===== config.mk =====
export PLATFORM = sky130hd
export DESIGN_NAME = segment_display_pulse_sequencer
export DESIGN_NICKNAME = d
export VERILOG_FILES = /design/src/rtl/sdps_pkg.sv /design/src/rtl/sdps_ctrl.sv /design/src/rtl/sdps_dp.sv /design/src/rtl/segment_display_pulse_sequencer.sv
export SDC_FILE = /design/constraint.sdc
export NUM_CORES = 1
export LEC_CHECK = 0
export BUFFER_PORTS_ARGS = -buffer_cell sky130_fd_sc_hd__buf_2
export CAP_MARGIN = 20
export CORE_MARGIN = 2
export CORE_UTILIZATION = 60
export DETAILED_ROUTE_END_ITERATION = 8
export PLACE_DENSITY = 0.86
export SLEW_MARGIN = 20
export SYNTH_ARGS = -nofsm -noshare
export SYNTH_HDL_FRONTEND = slang
export SYNTH_SLANG_ARGS = --single-unit

===== constraint.sdc =====
create_clock -name clk -period 14.55 [get_ports clk]
set_clock_uncertainty 0.05 [all_clocks]
set_input_delay 0.7275 -clock clk [delete_from_list [all_inputs] [get_ports clk]]
set_output_delay 0.7275 -clock clk [all_outputs]
set_load 0.01 [all_outputs]

===== src/rtl/sdps_pkg.sv =====
// ----------------------------------------------------------------------------
// sdps_pkg
// Shared types, constants and glyph table for the segment display pulse
// sequencer.
// ----------------------------------------------------------------------------
package sdps_pkg;

  // Configuration register indexes
  localparam logic [1:0] CFG_SEGS_PER_GROUP = 2'd0;
  localparam logic [1:0] CFG_CLEAR_MS       = 2'd1;
  localparam logic [1:0] CFG_SET_MS         = 2'd2;

  // Register reset values
  localparam logic [2:0]  SEGS_PER_GROUP_RST = 3'd2;
  localparam logic [15:0] CLEAR_MS_RST       = 16'd75;
  localparam logic [15:0] SET_MS_RST         = 16'd250;

  // Fixed display values
  localparam logic [7:0] COM_BIT      = 8'h80;
  localparam logic [6:0] ALL_SEGS     = 7'h7F;
  localparam logic [6:0] GLYPH_SMALL_O = 7'h5C;
  localparam logic [6:0] GLYPH_BIG_F   = 7'h71;
  localparam logic [7:0] MAX_SHOWN    = 8'd99;
  localparam int unsigned NUM_SEGS    = 7;

  // Sequencer phases
  typedef enum logic [2:0] {
    ST_IDLE,
    ST_CLR_TENS,
    ST_SET_TENS,
    ST_CLR_ONES,
    ST_SET_ONES
  } seq_state_t;

  // Controller to datapath
  typedef struct packed {
    logic load;   // capture a new count value
    logic run;    // work one segment group this cycle
    logic digit;  // 0 tens, 1 ones
    logic pol;    // 0 clear, 1 set
  } sdps_cmd_t;

  // Datapath to controller
  typedef struct packed {
    logic group_last;  // current group is the last of the digit
    logic tens_blank;  // tens digit is blanked
  } sdps_status_t;

  // Decimal digit to segment pattern gfedcba
  function automatic logic [6:0] digit_glyph(input logic [3:0] d);
    logic [6:0] g;
    case (d)
      4'd0:    g = 7'b0111111;
      4'd1:    g = 7'b0000110;
      4'd2:    g = 7'b1011011;
      4'd3:    g = 7'b1001111;
      4'd4:    g = 7'b1100110;
      4'd5:    g = 7'b1101101;
      4'd6:    g = 7'b1111101;
      4'd7:    g = 7'b0000111;
      4'd8:    g = 7'b1111111;
      4'd9:    g = 7'b1101111;
      default: g = 7'b0000000;
    endcase
    return g;
  endfunction

endpackage


===== src/rtl/sdps_ctrl.sv =====
// ----------------------------------------------------------------------------
// sdps_ctrl
// Phase controller: walks clear tens, set tens (skipped when the tens digit
// is blank), clear ones, set ones, one segment group per cycle.
// ----------------------------------------------------------------------------
module sdps_ctrl (
  input  logic                  clk,
  input  logic                  rst,
  input  logic                  start,
  input  sdps_pkg::sdps_status_t status,
  output sdps_pkg::sdps_cmd_t   cmd,
  output logic                  busy
);
  import sdps_pkg::*;

  seq_state_t state, state_next;

  // State register
  always_ff @(posedge clk) begin
    if (rst) begin
      state <= ST_IDLE;
    end else begin
      state <= state_next;
    end
  end

  // Next state and commands
  always_comb begin
    state_next = state;
    cmd        = '0;
    unique case (state)
      ST_IDLE: begin
        if (start) begin
          cmd.load   = 1'b1;
          state_next = ST_CLR_TENS;
        end
      end
      ST_CLR_TENS: begin
        cmd.run = 1'b1;
        if (status.group_last) begin
          state_next = status.tens_blank ? ST_CLR_ONES : ST_SET_TENS;
        end
      end
      ST_SET_TENS: begin
        cmd.run = 1'b1;
        cmd.pol = 1'b1;
        if (status.group_last) begin
          state_next = ST_CLR_ONES;
        end
      end
      ST_CLR_ONES: begin
        cmd.run   = 1'b1;
        cmd.digit = 1'b1;
        if (status.group_last) begin
          state_next = ST_SET_ONES;
        end
      end
      ST_SET_ONES: begin
        cmd.run   = 1'b1;
        cmd.digit = 1'b1;
        cmd.pol   = 1'b1;
        if (status.group_last) begin
          state_next = ST_IDLE;
        end
      end
      default: begin
        state_next = ST_IDLE;
      end
    endcase
  end

  assign busy = (state != ST_IDLE);

endmodule


===== src/rtl/sdps_dp.sv =====
// ----------------------------------------------------------------------------
// sdps_dp
// Datapath: digit split and glyph lookup, group offset counter, pulse byte
// formation and the registered result.
// ----------------------------------------------------------------------------
module sdps_dp (
  input  logic                  clk,
  input  logic                  rst,
  input  sdps_pkg::sdps_cmd_t   cmd,
  input  logic [7:0]            count_value,
  input  logic [2:0]            segments_per_group,
  input  logic [15:0]           clear_pulse_ms,
  input  logic [15:0]           set_pulse_ms,
  output sdps_pkg::sdps_status_t status,
  output logic                  pulse_valid,
  output logic                  digit_select,
  output logic                  polarity,
  output logic [6:0]            segment_mask,
  output logic [7:0]            dir_port0,
  output logic [7:0]            level_port0,
  output logic [7:0]            dir_port1,
  output logic [7:0]            level_port1,
  output logic [15:0]           pulse_ms,
  output logic                  last_pulse
);
  import sdps_pkg::*;

  // Captured per update
  logic [6:0] tens_pat, ones_pat;
  logic       tens_blank;
  logic [2:0] grp;     // effective group size, 1..7
  logic [2:0] offset;  // first segment of current group, 0..6

  // Decode of the incoming count: divide by 10 via reciprocal 205/2048
  logic        over;
  logic [15:0] prod;
  logic [3:0]  tens_d, ones_d;
  logic [7:0]  ones_wide;

  always_comb begin
    over      = (count_value > MAX_SHOWN);
    prod      = 16'(count_value) * 16'd205;
    tens_d    = prod[14:11];
    ones_wide = count_value - {1'b0, tens_d, 3'b000} - {3'b000, tens_d, 1'b0};
    ones_d    = ones_wide[3:0];
  end

  always_ff @(posedge clk) begin
    if (cmd.load) begin
      tens_pat   <= over ? GLYPH_SMALL_O : digit_glyph(tens_d);
      ones_pat   <= over ? GLYPH_BIG_F : digit_glyph(ones_d);
      tens_blank <= !over && (tens_d == 4'd0);
      grp        <= (segments_per_group == 3'd0) ? 3'd1 : segments_per_group;
    end
  end

  // Group mask and end-of-digit detection
  logic [3:0]  next_off;
  logic [13:0] grp_bits;
  logic [6:0]  pattern, mask;
  logic [13:0] rest;
  logic        emit;

  always_comb begin
    next_off = {1'b0, offset} + {1'b0, grp};
    grp_bits = ((14'd1 << grp) - 14'd1) << offset;
    pattern  = cmd.pol ? (cmd.digit ? ones_pat : tens_pat) : ALL_SEGS;
    mask     = grp_bits[6:0] & pattern;
    rest     = {7'd0, ones_pat} >> next_off;
    emit     = cmd.run && (!cmd.pol || (mask != 7'd0));
  end

  assign status.group_last = (next_off >= 4'(NUM_SEGS));
  assign status.tens_blank = tens_blank;

  // Group offset counter
  always_ff @(posedge clk) begin
    if (rst || cmd.load) begin
      offset <= 3'd0;
    end else if (cmd.run) begin
      offset <= status.group_last ? 3'd0 : next_off[2:0];
    end
  end

  // Result strobe
  always_ff @(posedge clk) begin
    if (rst) begin
      pulse_valid <= 1'b0;
    end else begin
      pulse_valid <= emit;
    end
  end

  // Pulse bytes
  always_ff @(posedge clk) begin
    if (emit) begin
      digit_select <= cmd.digit;
      polarity     <= cmd.pol;
      segment_mask <= mask;
      pulse_ms     <= cmd.pol ? set_pulse_ms : clear_pulse_ms;
      last_pulse   <= cmd.digit && cmd.pol && (rest == 14'd0);
      if (!cmd.digit) begin
        dir_port0   <= ~(COM_BIT | {1'b0, mask});
        level_port0 <= cmd.pol ? {1'b0, mask} : (COM_BIT | ~{1'b0, mask});
        dir_port1   <= 8'hFF;
        level_port1 <= 8'h00;
      end else begin
        dir_port0   <= ~COM_BIT;
        level_port0 <= cmd.pol ? ~COM_BIT : COM_BIT;
        dir_port1   <= ~{1'b0, mask};
        level_port1 <= cmd.pol ? {1'b0, mask} : ~{1'b0, mask};
      end
    end
  end

endmodule


===== src/rtl/segment_display_pulse_sequencer.sv =====
// ----------------------------------------------------------------------------
// segment_display_pulse_sequencer
// Turns a count byte into the drive pulse sequence of a two-digit bistable
// seven-segment display behind a dual-port I/O expander.
// ----------------------------------------------------------------------------
// Start is taken in idle with a load of the count; the first pulse comes from
// the clear tens phase and is registered. Each phase works one segment group
// per cycle, and busy covers three or four phases; set groups with no lit
// segment take their turn but strobe nothing. One update at a time: start is
// taken only while busy is low.
// Results are strobed for one cycle each; the receiver cannot stall.
// Reset (rst, synchronous): idle, no strobe, registers back to 2 / 75 / 250.
module segment_display_pulse_sequencer (
  input  logic        clk,
  input  logic        rst,
  input  logic        start,
  output logic        busy,
  input  logic [7:0]  count_value,
  input  logic        cfg_valid,
  output logic        cfg_ready,
  input  logic [1:0]  cfg_index,
  input  logic [15:0] cfg_data,
  output logic        pulse_valid,
  output logic        digit_select,
  output logic        polarity,
  output logic [6:0]  segment_mask,
  output logic [7:0]  dir_port0,
  output logic [7:0]  level_port0,
  output logic [7:0]  dir_port1,
  output logic [7:0]  level_port1,
  output logic [15:0] pulse_ms,
  output logic        last_pulse
);
  import sdps_pkg::*;

  logic [2:0]   segments_per_group;
  logic [15:0]  clear_pulse_ms;
  logic [15:0]  set_pulse_ms;
  sdps_cmd_t    cmd;
  sdps_status_t status;

  assign cfg_ready = !busy;

  // Configuration registers; unknown index is ignored
  always_ff @(posedge clk) begin
    if (rst) begin
      segments_per_group <= SEGS_PER_GROUP_RST;
      clear_pulse_ms     <= CLEAR_MS_RST;
      set_pulse_ms       <= SET_MS_RST;
    end else if (cfg_valid && cfg_ready) begin
      unique case (cfg_index)
        CFG_SEGS_PER_GROUP: segments_per_group <= cfg_data[2:0];
        CFG_CLEAR_MS:       clear_pulse_ms     <= cfg_data;
        CFG_SET_MS:         set_pulse_ms       <= cfg_data;
        default: ;
      endcase
    end
  end

  sdps_ctrl u_ctrl (
    .clk    (clk),
    .rst    (rst),
    .start  (start),
    .status (status),
    .cmd    (cmd),
    .busy   (busy)
  );

  sdps_dp u_dp (
    .clk                (clk),
    .rst                (rst),
    .cmd                (cmd),
    .count_value        (count_value),
    .segments_per_group (segments_per_group),
    .clear_pulse_ms     (clear_pulse_ms),
    .set_pulse_ms       (set_pulse_ms),
    .status             (status),
    .pulse_valid        (pulse_valid),
    .digit_select       (digit_select),
    .polarity           (polarity),
    .segment_mask       (segment_mask),
    .dir_port0          (dir_port0),
    .level_port0        (level_port0),
    .dir_port1          (dir_port1),
    .level_port1        (level_port1),
    .pulse_ms           (pulse_ms),
    .last_pulse         (last_pulse)
  );

endmodule

==> results.toml, run 1 <==
[clock_tree]
path_clk_slew_ns = 0.06
cts_buffers = 17
clockBufferDepth = 2
h-tree-depth = 4
tritoncts = "built"
cts_num_sinks = 116
clk_latency_ns = 0.51
cts_setup_buffers = 0
post_cts_resized = 0
cts_hold_buf = 0
root_buffer = "clkbuf_8"

[placed_design]
dp.cells = 881
gp_congestion = 0.905
dp_hpwl_um = 10500
place_ws_ns = 7.51
port_buffers = 88

[global_route]
antenna_found_initial = 0
grt_overflow_total = 0
grt_max_degree = 57
grt_pass1_wl_um = 23300
grt_pass1_vias = 4959
gr-usage-all-layers_pct = 25.3

[logic_synthesis]
synth-edff-count = 74
synth_area_leaders = "edfxtp_1 (34%), dfxtp_1 (13%), ha_1 (11%)"
synth_top_cell_area_share_pct = 33.5
synthCells = 684
synthAdderAreaFrac_pct = 15.0
ys_seq_area_share_pct = 46.2
synth_flop_cell = "edfxtp_1"
async_flop_share_pct = 0
netlist_area_mm2 = 0.00663
synth_top_family_by_area = "simple AND/OR/NAND/NOR gates"
synth_largest_area_cell = "edfxtp_1"
synth_warnings = 0
synth_compound_area_share_pct = 11.3
yosys.cell_types.count = 63
syn_avg_cell_area_um2 = 9.69
synth_mux_area_share_pct = 1.45
syn_nets = 786
synthXorXnorAreaFrac_pct = 2.12
synth-seq-cells = 116
yosys.area_share.simple_pct = 18.4

[floorplanning]
design.die.area_mm2 = 0.0119
die_h_um = 109
pin_count = 91
num_rows = 38
initial_core_util_pct = 61.4
die-width_um = 109
core_area_mm2 = 0.0108

[setup_path]
required_ns = 14.74
crit_arrival_ns = 6.77
start_kind = "input port"
crit_type = "in -> reg"
crit_fanout = 8
end_kind = "register"

[timing]
period_share_pct = 45.2
tns_ns = 0
timing.final.crit_period_ns = 6.58
finalWorstSetupSlack_ns = 7.97
fmax_mhz = 152
slew_headroom_pct = 33.0
hold_ws_ns = 0.398
tightestPinTransition_ns = 0.998
final_max_slew_viol_count = 0
finalSetupViolations = 0
rsz0062_at_grt = "false"
hold_viol = 0

[worst_hold_path]
hold_class = "in -> reg"

[finish]
diodes = 0
final_cell_mix = "nand2_1 (150), buf_2 (88), edfxtp_1 (74)"
area_growth_pct = 15.7
layout-drive-gt1-share_pct = 17.3
post-route-util_pct = 71.0
final_cell_count_no_fill = 913
layout_commonest_cell = "nand2_1"
final_nets = 862

[drt]
drc = 0
wl_um = 14400
viasPerCell = 5.62
drtIter0Drc = 391
first_pass_iters = 5
antenna_left = 0
post_drt_wl_per_cell_um = 15.8
num_vias = 5133

[power_and_ir_drop]
p_leak_nw = 3.26
ir_drop_uv = 87.4
p_per_area_mw_per_mm2 = 186

[run]
maxCapViolCount = 0

[status]
status = "complete, no violations"
power breakdown:
part | total [mW] | internal (mW) | switching, mW
Clock | 0.362 | 0.219 | 0.144
Sequential | 0.495 | 0.455 | 0.0393
Combinational | 0.565 | 0.215 | 0.350
area by class of cell:
cell class	instances	area, um^2
Clock inverter	11	78.8
Tap cell	140	175
Inverter	56	210
Clock buffer	21	450
Timing Repair Buffer	92	470
Sequential cell	116	3060
Fill cell	760	3130
Multi-Input combinational cell	477	3210
cell families after synthesis:
| group | count (synthesis) |
|---|---|
| other | 2 |
| adder cells (fa/ha/maj) | 72 |
| XOR/XNOR | 16 |
| AO/OA/AOI/OAI | 116 |
| AND/OR/NAND/NOR | 262 |
| buffers and inverters | 91 |
| multiplexers | 9 |
| flip-flops | 116 |
registers in the layout, indices dropped and copies added (netlist names):
register / count
u_dp.ones_pat: 7
u_dp.tens_pat: 7
u_dp.offset: 3
u_dp.digit_select: 1
u_dp.last_pulse: 1
u_ctrl.state: 3
u_dp.polarity: 1
u_dp.pulse_valid: 1
u_dp.dir_port1: 7
u_dp.pulse_ms: 16
segments_per_group: 3
clear_pulse_ms: 16
u_dp.tens_blank: 1
u_dp.grp: 3
u_dp.dir_port0: 7
set_pulse_ms: 16
u_dp.level_port0: 8
u_dp.segment_mask: 7
u_dp.level_port1: 8
metrics by stage:
stage	instance area (um^2)	power, mW
finish	7660	1.42
global route	7660	1.52
CTS	7650	1.42
detailed placement	7130	1.05
global placement	7130	1.02
floorplan	6630	0.904
per-layer routing:
layer	vias to the layer above	wire length (um)	global-route usage [%]
met1	2416	5770	30.6
met4	0	196	7.97
li1	2505	-	-
met5	-	0	0
met2	193	7610	45.5
met3	19	839	4.72
path summary, 6_finish.rpt:
check / from / end / slack [ns] / cells after the start
max: count_value[0] / u_dp.ones_pat[6]$_SDFFCE_PN1P_ / 7.97 / 25
min: cfg_data[4] / set_pulse_ms[4]$_SDFFE_PP1P_ / 0.40 / 3
max reg2reg: u_dp.grp[1]$_SDFFCE_PN0P_ / u_dp.level_port0[6]$_DFFE_PP_ / 10.50 / 12
min reg2reg: set_pulse_ms[10]$_SDFFE_PP0P_ / set_pulse_ms[10]$_SDFFE_PP0P_ / 0.41 / 2
synthesized netlist by cell type (9+ instances only):
| master | count |
|---|---|
| nand2_1 | 150 |
| edfxtp_1 | 74 |
| ha_1 | 60 |
| inv_1 | 52 |
| a21oi_1 | 45 |
| dfxtp_1 | 42 |
| nor2_1 | 31 |
| clkbuf_1 | 25 |
| fa_1 | 12 |
| nand3b_1 | 12 |
| xnor2_1 | 12 |
| nand3_1 | 11 |
| o21ai_0 | 11 |
| nor2b_1 | 9 |
| nor3_1 | 9 |
worst max-delay path, stage by stage:
cell      delay [ns]
buf_2           0.12
inv_1           0.05
ha_1            0.31
inv_1           0.07
ha_1            0.30
inv_1           0.06
fa_1            0.51
fa_1            0.55
inv_1           0.04
ha_1            0.29
inv_1           0.06
o221ai_1        0.19
o311ai_1        0.38
a21oi_1         0.19
or2_2           0.31
xor2_1          0.45
ha_1            0.38
nor3b_1         0.21
or4_1           0.42
o311a_1         0.14
o311ai_1        0.09
o41ai_2         0.14
xor2_1          0.39
or2_1           0.26
nand3_1         0.12
Power figures use the tool's default switching activity.
==> inputs of run 2 (changes only) <==
CORE_UTILIZATION = 58   (was 60)
PLACE_DENSITY = 0.83   (was 0.86)
clock period = 6.6 ns   (was 14.55 ns; I/O delays follow)
==> run 2 against run 1 <==
  * Cell area grew 0.60%
  * Wire length is essentially flat
  * Sequential power is 120% higher
  * Die area up 3.3%
  * Clock power rose by 140%
  * Critical path type unchanged
  * Non-clock buffer count is 2 higher
  * Critical path depth did not move
  * Combinational power up 120%
  * Worst hold slack worse by 0.30 ns
  * Cell count rose by 0.55%
==> results.toml, run 2 (synthesis gave the netlist of run 1 again) <==
[drt]
wl_um = 14400
drtIter0Drc = 414
num_vias = 5189
antenna_left = 0
drc = 0
post_drt_wl_per_cell_um = 15.7
viasPerCell = 5.65
first_pass_iters = 5

[setup_path]
end_kind = "register"
cp.depth = 25
r2r-start = "u_dp.grp[1]$_SDFFCE_PN0P_"
endpoint = "u_dp.ones_pat[5]$_SDFFCE_PN1P_"
start_kind = "input port"
reg2regPathDepth = 11
r2r_slack_ns = 2.46
max_stage_delay_ns = 0.55
crit_type = "in -> reg"
cp_top_family = "adder cells"
reg2reg_to = "u_dp.segment_mask[4]$_DFFE_PP_"
crit_slowest_cell = "fa_1"
crit_arrival_ns = 5.97
cp_num_buf_inv = 5
crit_fanout = 8
required_ns = 6.70
crit_path_start = "count_value[0]"

[power_and_ir_drop]
p_per_area_mw_per_mm2 = 415
ir_drop_uv = 331
p_total_mw = 3.20
p_leak_nw = 3.28

[global_route]
grt_overflow_total = 0
grt_max_degree = 41
grt_pass1_wl_um = 24000
grt_pass1_vias = 5034
antenna_found_initial = 0
gr-usage-all-layers_pct = 24.1

[timing]
finalSetupViolations = 0
finalWorstSetupSlack_ns = 0.726
tightestPinTransition_ns = 1.05
final_max_slew_viol_count = 0
fmax_mhz = 170
timing.final.crit_period_ns = 5.87
period_share_pct = 89.0
slew_headroom_pct = 29.3
hold_viol = 0
tns_ns = 0
rsz0062_at_grt = "false"

[status]
status = "complete, no violations"

[clock_tree]
clk_latency_ns = 0.41
cts_setup_buffers = 0
h-tree-depth = 4
path_clk_slew_ns = 0.06
tritoncts = "built"
cts_hold_buf = 0
cts_num_sinks = 116
clockBufferDepth = 2
post_cts_resized = 0
cts_buffers = 17
root_buffer = "clkbuf_16"

[finish]
post-route-util_pct = 68.4
largestRegisters = "clear_pulse_ms (16), set_pulse_ms (16), u_dp.pulse_ms (16)"
diodes = 0
final_nets = 864
layout_commonest_cell = "nand2_1"
final_cell_mix = "nand2_1 (150), buf_2 (88), edfxtp_1 (74)"
layout-drive-gt1-share_pct = 17.7
area_growth_pct = 16.4

[floorplanning]
initial_core_util_pct = 58.8
num_rows = 39
core_area_mm2 = 0.0113
pin_count = 91
design.die.area_mm2 = 0.0123
die_h_um = 111
die-width_um = 111

[placed_design]
gp_congestion = 0.899
dp_hpwl_um = 10300
port_buffers = 88
place_ws_ns = 0.303

[worst_hold_path]
hold_class = "in -> reg"

[run]
maxCapViolCount = 0
run 2: through the flow:
stage / area [um^2] / instances / hold WS (ns)
finish: 7710 / 918 / 0.0985
global route: 7710 / 918 / 0.110
CTS: 7710 / 918 / 0.0918
detailed placement: 7140 / 886 / 0.393
global placement: 7140 / 886 / 0.388
floorplan: 6630 / 684 / 0.387
run 2: cell type report:
cell class / instances / area [um^2]
Fill cell: 815 / 3560
Sequential cell: 116 / 3060
Inverter: 56 / 210
Multi-Input combinational cell: 477 / 3210
Tap cell: 143 / 179
Clock inverter: 13 / 110
Clock buffer: 19 / 454
Timing Repair Buffer: 94 / 485
run 2: worst min path at each step:
| stage | startpoint | to | cells after the start | slack [ns] |
|---|---|---|---|---|
| 2_1_floorplan | clear_pulse_ms[10]$_SDFFE_PP0P_ | clear_pulse_ms[10]$_SDFFE_PP0P_ | 2 | 0.39 |
| 3_3_place_gp | segments_per_group[1]$_SDFFE_PP1P_ | u_dp.grp[1]$_SDFFCE_PN0P_ | 0 | 0.39 |
| 3_5_place_dp | segments_per_group[1]$_SDFFE_PP1P_ | u_dp.grp[1]$_SDFFCE_PN0P_ | 0 | 0.39 |
| 4_1_cts | cfg_data[5] | set_pulse_ms[5]$_SDFFE_PP1P_ | 3 | 0.09 |
| 5_1_grt | cfg_data[6] | clear_pulse_ms[6]$_SDFFE_PP1P_ | 3 | 0.11 |
| 6_report | cfg_data[5] | set_pulse_ms[5]$_SDFFE_PP1P_ | 3 | 0.1 |
run 2: routing by layer:
layer	GRT usage, %	wire length [um]
met2	41.6	7330
met4	8.92	372
met3	5.25	878
met5	0	0
met1	29.8	5820
run 2: worst reg2reg max path, delay by kind of cell, from the launching register on:
kind,cells,cell delay (ns)
buffers and inverters,2,0.59
multiplexers,2,0.64
flip-flops,1,0.60
adder cells (fa/ha/maj),1,0.29
AO/OA/AOI/OAI,2,0.45
XOR/XNOR,1,0.16
AND/OR/NAND/NOR,3,1.01
run 2: power breakdown:
part / switching (mW) / internal [mW] / leakage, nW
registers: 0.0864 / 1.00 / 1.02
clock network: 0.347 / 0.514 / 0.270
logic: 0.764 / 0.483 / 1.99
total: 1.20 / 2.00 / 3.28
==> inputs of run 3 (changes only) <==
clock period = 6.49 ns   (was 6.6 ns; I/O delays follow)
==> run 3 against run 2 <==
  * Clock power up 8.3%
  * Worst setup slack worse by 0.18 ns
  * Highest routed layer unchanged
  * Critical endpoint is now u_dp.ones_pat[6]$_SDFFCE_PN1P_
  * First-iteration DRC count down 3.6%
  * Flip-flop and latch count unchanged
  * Combinational power about the same
  * Cell count unchanged
  * Critical path depth unchanged
  * Utilization up 0.34 points
  * Worst hold slack worse by 0.0057 ns
  * Register-to-register slack worse by 0.08 ns
  * Cell area up 0.50%
  * Wire length up 0.13%
==> results.toml, run 3 (synthesis gave the netlist of run 1 again) <==
[status]
status = "complete, no violations"

[drt]
viasPerCell = 5.71
wl_um = 14400
antenna_left = 0
first_pass_iters = 5
post_drt_wl_per_cell_um = 15.7
num_vias = 5238
drc = 0
drtIter0Drc = 399

[floorplanning]
num_rows = 39
pin_count = 91
core_area_mm2 = 0.0113
design.die.area_mm2 = 0.0123
die_h_um = 111
die-width_um = 111
initial_core_util_pct = 58.8

[global_route]
grt_pass1_wl_um = 23900
grt_max_degree = 41
antenna_found_initial = 0
grt_overflow_total = 0
gr-usage-all-layers_pct = 24.0
grt_pass1_vias = 5109

[clock_tree]
path_clk_slew_ns = 0.06
tritoncts = "built"
cts_setup_buffers = 0
clockBufferDepth = 2
cts_hold_buf = 0
cts_num_sinks = 116
root_buffer = "clkbuf_16"
clk_latency_ns = 0.41
h-tree-depth = 4
post_cts_resized = 0
cts_buffers = 17

[finish]
final_cell_mix = "nand2_1 (150), buf_2 (88), edfxtp_1 (74)"
multi_input_area_mm2 = 0.00321
final_nets = 864
nFillCells = 821
largestRegisters = "clear_pulse_ms (16), set_pulse_ms (16), u_dp.pulse_ms (16)"
seq_area_mm2 = 0.00306
area_growth_pct = 16.9
layout_commonest_cell = "nand2_1"
diodes = 0
layout-drive-gt1-share_pct = 17.7

[setup_path]
crit_fanout = 8
crit_type = "in -> reg"
start_kind = "input port"
crit_arrival_ns = 6.03
end_kind = "register"
required_ns = 6.58

[timing]
finalSetupViolations = 0
tns_ns = 0
fmax_mhz = 168
hold_viol = 0
hold_ws_ns = 0.0928
slew_headroom_pct = 31.8
period_share_pct = 91.5
rsz0062_at_grt = "false"
tightestPinTransition_ns = 1.02
timing.final.crit_period_ns = 5.94
final_max_slew_viol_count = 0

[power_and_ir_drop]
p_per_area_mw_per_mm2 = 427
ir_drop_uv = 265
p_leak_nw = 3.31

[placed_design]
dp_hpwl_um = 10400
gp_congestion = 0.899
port_buffers = 88

[worst_hold_path]
hold_class = "in -> reg"

[run]
maxCapViolCount = 0
run 3: cell types whose count changed in the layout (fill, tap and decap cells not counted):
cell,before,now
clkinv_4,0,6
clkinvlp_4,3,0
inv_4,1,0
bufinv_16,0,2
inv_8,1,0
inv_6,8,3
clkinv_2,0,2
run 3: through the flow:
stage	power [mW]	instances	instance area (um^2)	util [%]	worst slack [ns]
finish	3.31	918	7750	68.7	0.549
global route	3.51	918	7750	68.7	0.185
floorplan	2.03	684	6630	-	0.606
detailed placement	2.37	886	7140	63.4	0.173
global placement	2.30	886	7140	63.4	0.524
CTS	3.31	918	7750	68.7	0.601
run 3: metal layers:
layer	track usage, %	part of all wire, %	vias to the layer above
li1	-	-	2515
met1	29.2	41	2486
met2	41.6	51	206
met3	4.92	5.3	31
met4	9.83	2.3	0
met5	0	0	-
run 3: path summary, 6_finish.rpt:
| check | startpoint | to | slack (ns) | depth (start not counted) |
|---|---|---|---|---|
| max | count_value[0] | u_dp.ones_pat[6]$_SDFFCE_PN1P_ | 0.55 | 25 |
| min | cfg_data[6] | set_pulse_ms[6]$_SDFFE_PP1P_ | 0.09 | 3 |
| max reg2reg | u_dp.grp[1]$_SDFFCE_PN0P_ | u_dp.segment_mask[5]$_DFFE_PP_ | 2.38 | 12 |
| min reg2reg | clear_pulse_ms[8]$_SDFFE_PP0P_ | clear_pulse_ms[8]$_SDFFE_PP0P_ | 0.41 | 2 |
run 3: worst max-delay path, stage by stage:
cell and delay, ns:
buf_2 0.12, inv_1 0.06, ha_1 0.31, inv_1 0.08, ha_1 0.29, inv_1 0.06, fa_1 0.50, fa_1 0.55
inv_1 0.04, ha_1 0.30, nand3_1 0.08, o221ai_1 0.15, o311ai_1 0.33, a21oi_1 0.17, or2_2 0.30, xor2_1 0.16
ha_1 0.35, nor3b_1 0.53, or4_1 0.20, o311a_1 0.16, o311ai_1 0.11, o41ai_2 0.09, xor2_1 0.43, or2_1 0.25
nand3_1 0.10
run 3: cell type report:
| cell class | count | share of cell area (%) |
|---|---|---|
| clock buffer | 19 | 5.86 |
| sequential | 116 | 39.5 |
| tap | 143 | 2.31 |
| clock inverter | 13 | 1.92 |
| inverter | 56 | 2.71 |
| multi-input combinational | 477 | 41.4 |
| timing repair buffer | 94 | 6.27 |
run 3: power by group:
part / switching [mW] / total (mW) / internal (mW) / leakage, nW
combinational: 0.777 / 1.27 / 0.491 / 1.99
sequential: 0.0881 / 1.11 / 1.02 / 1.02
clock: 0.338 / 0.931 / 0.593 / 0.297
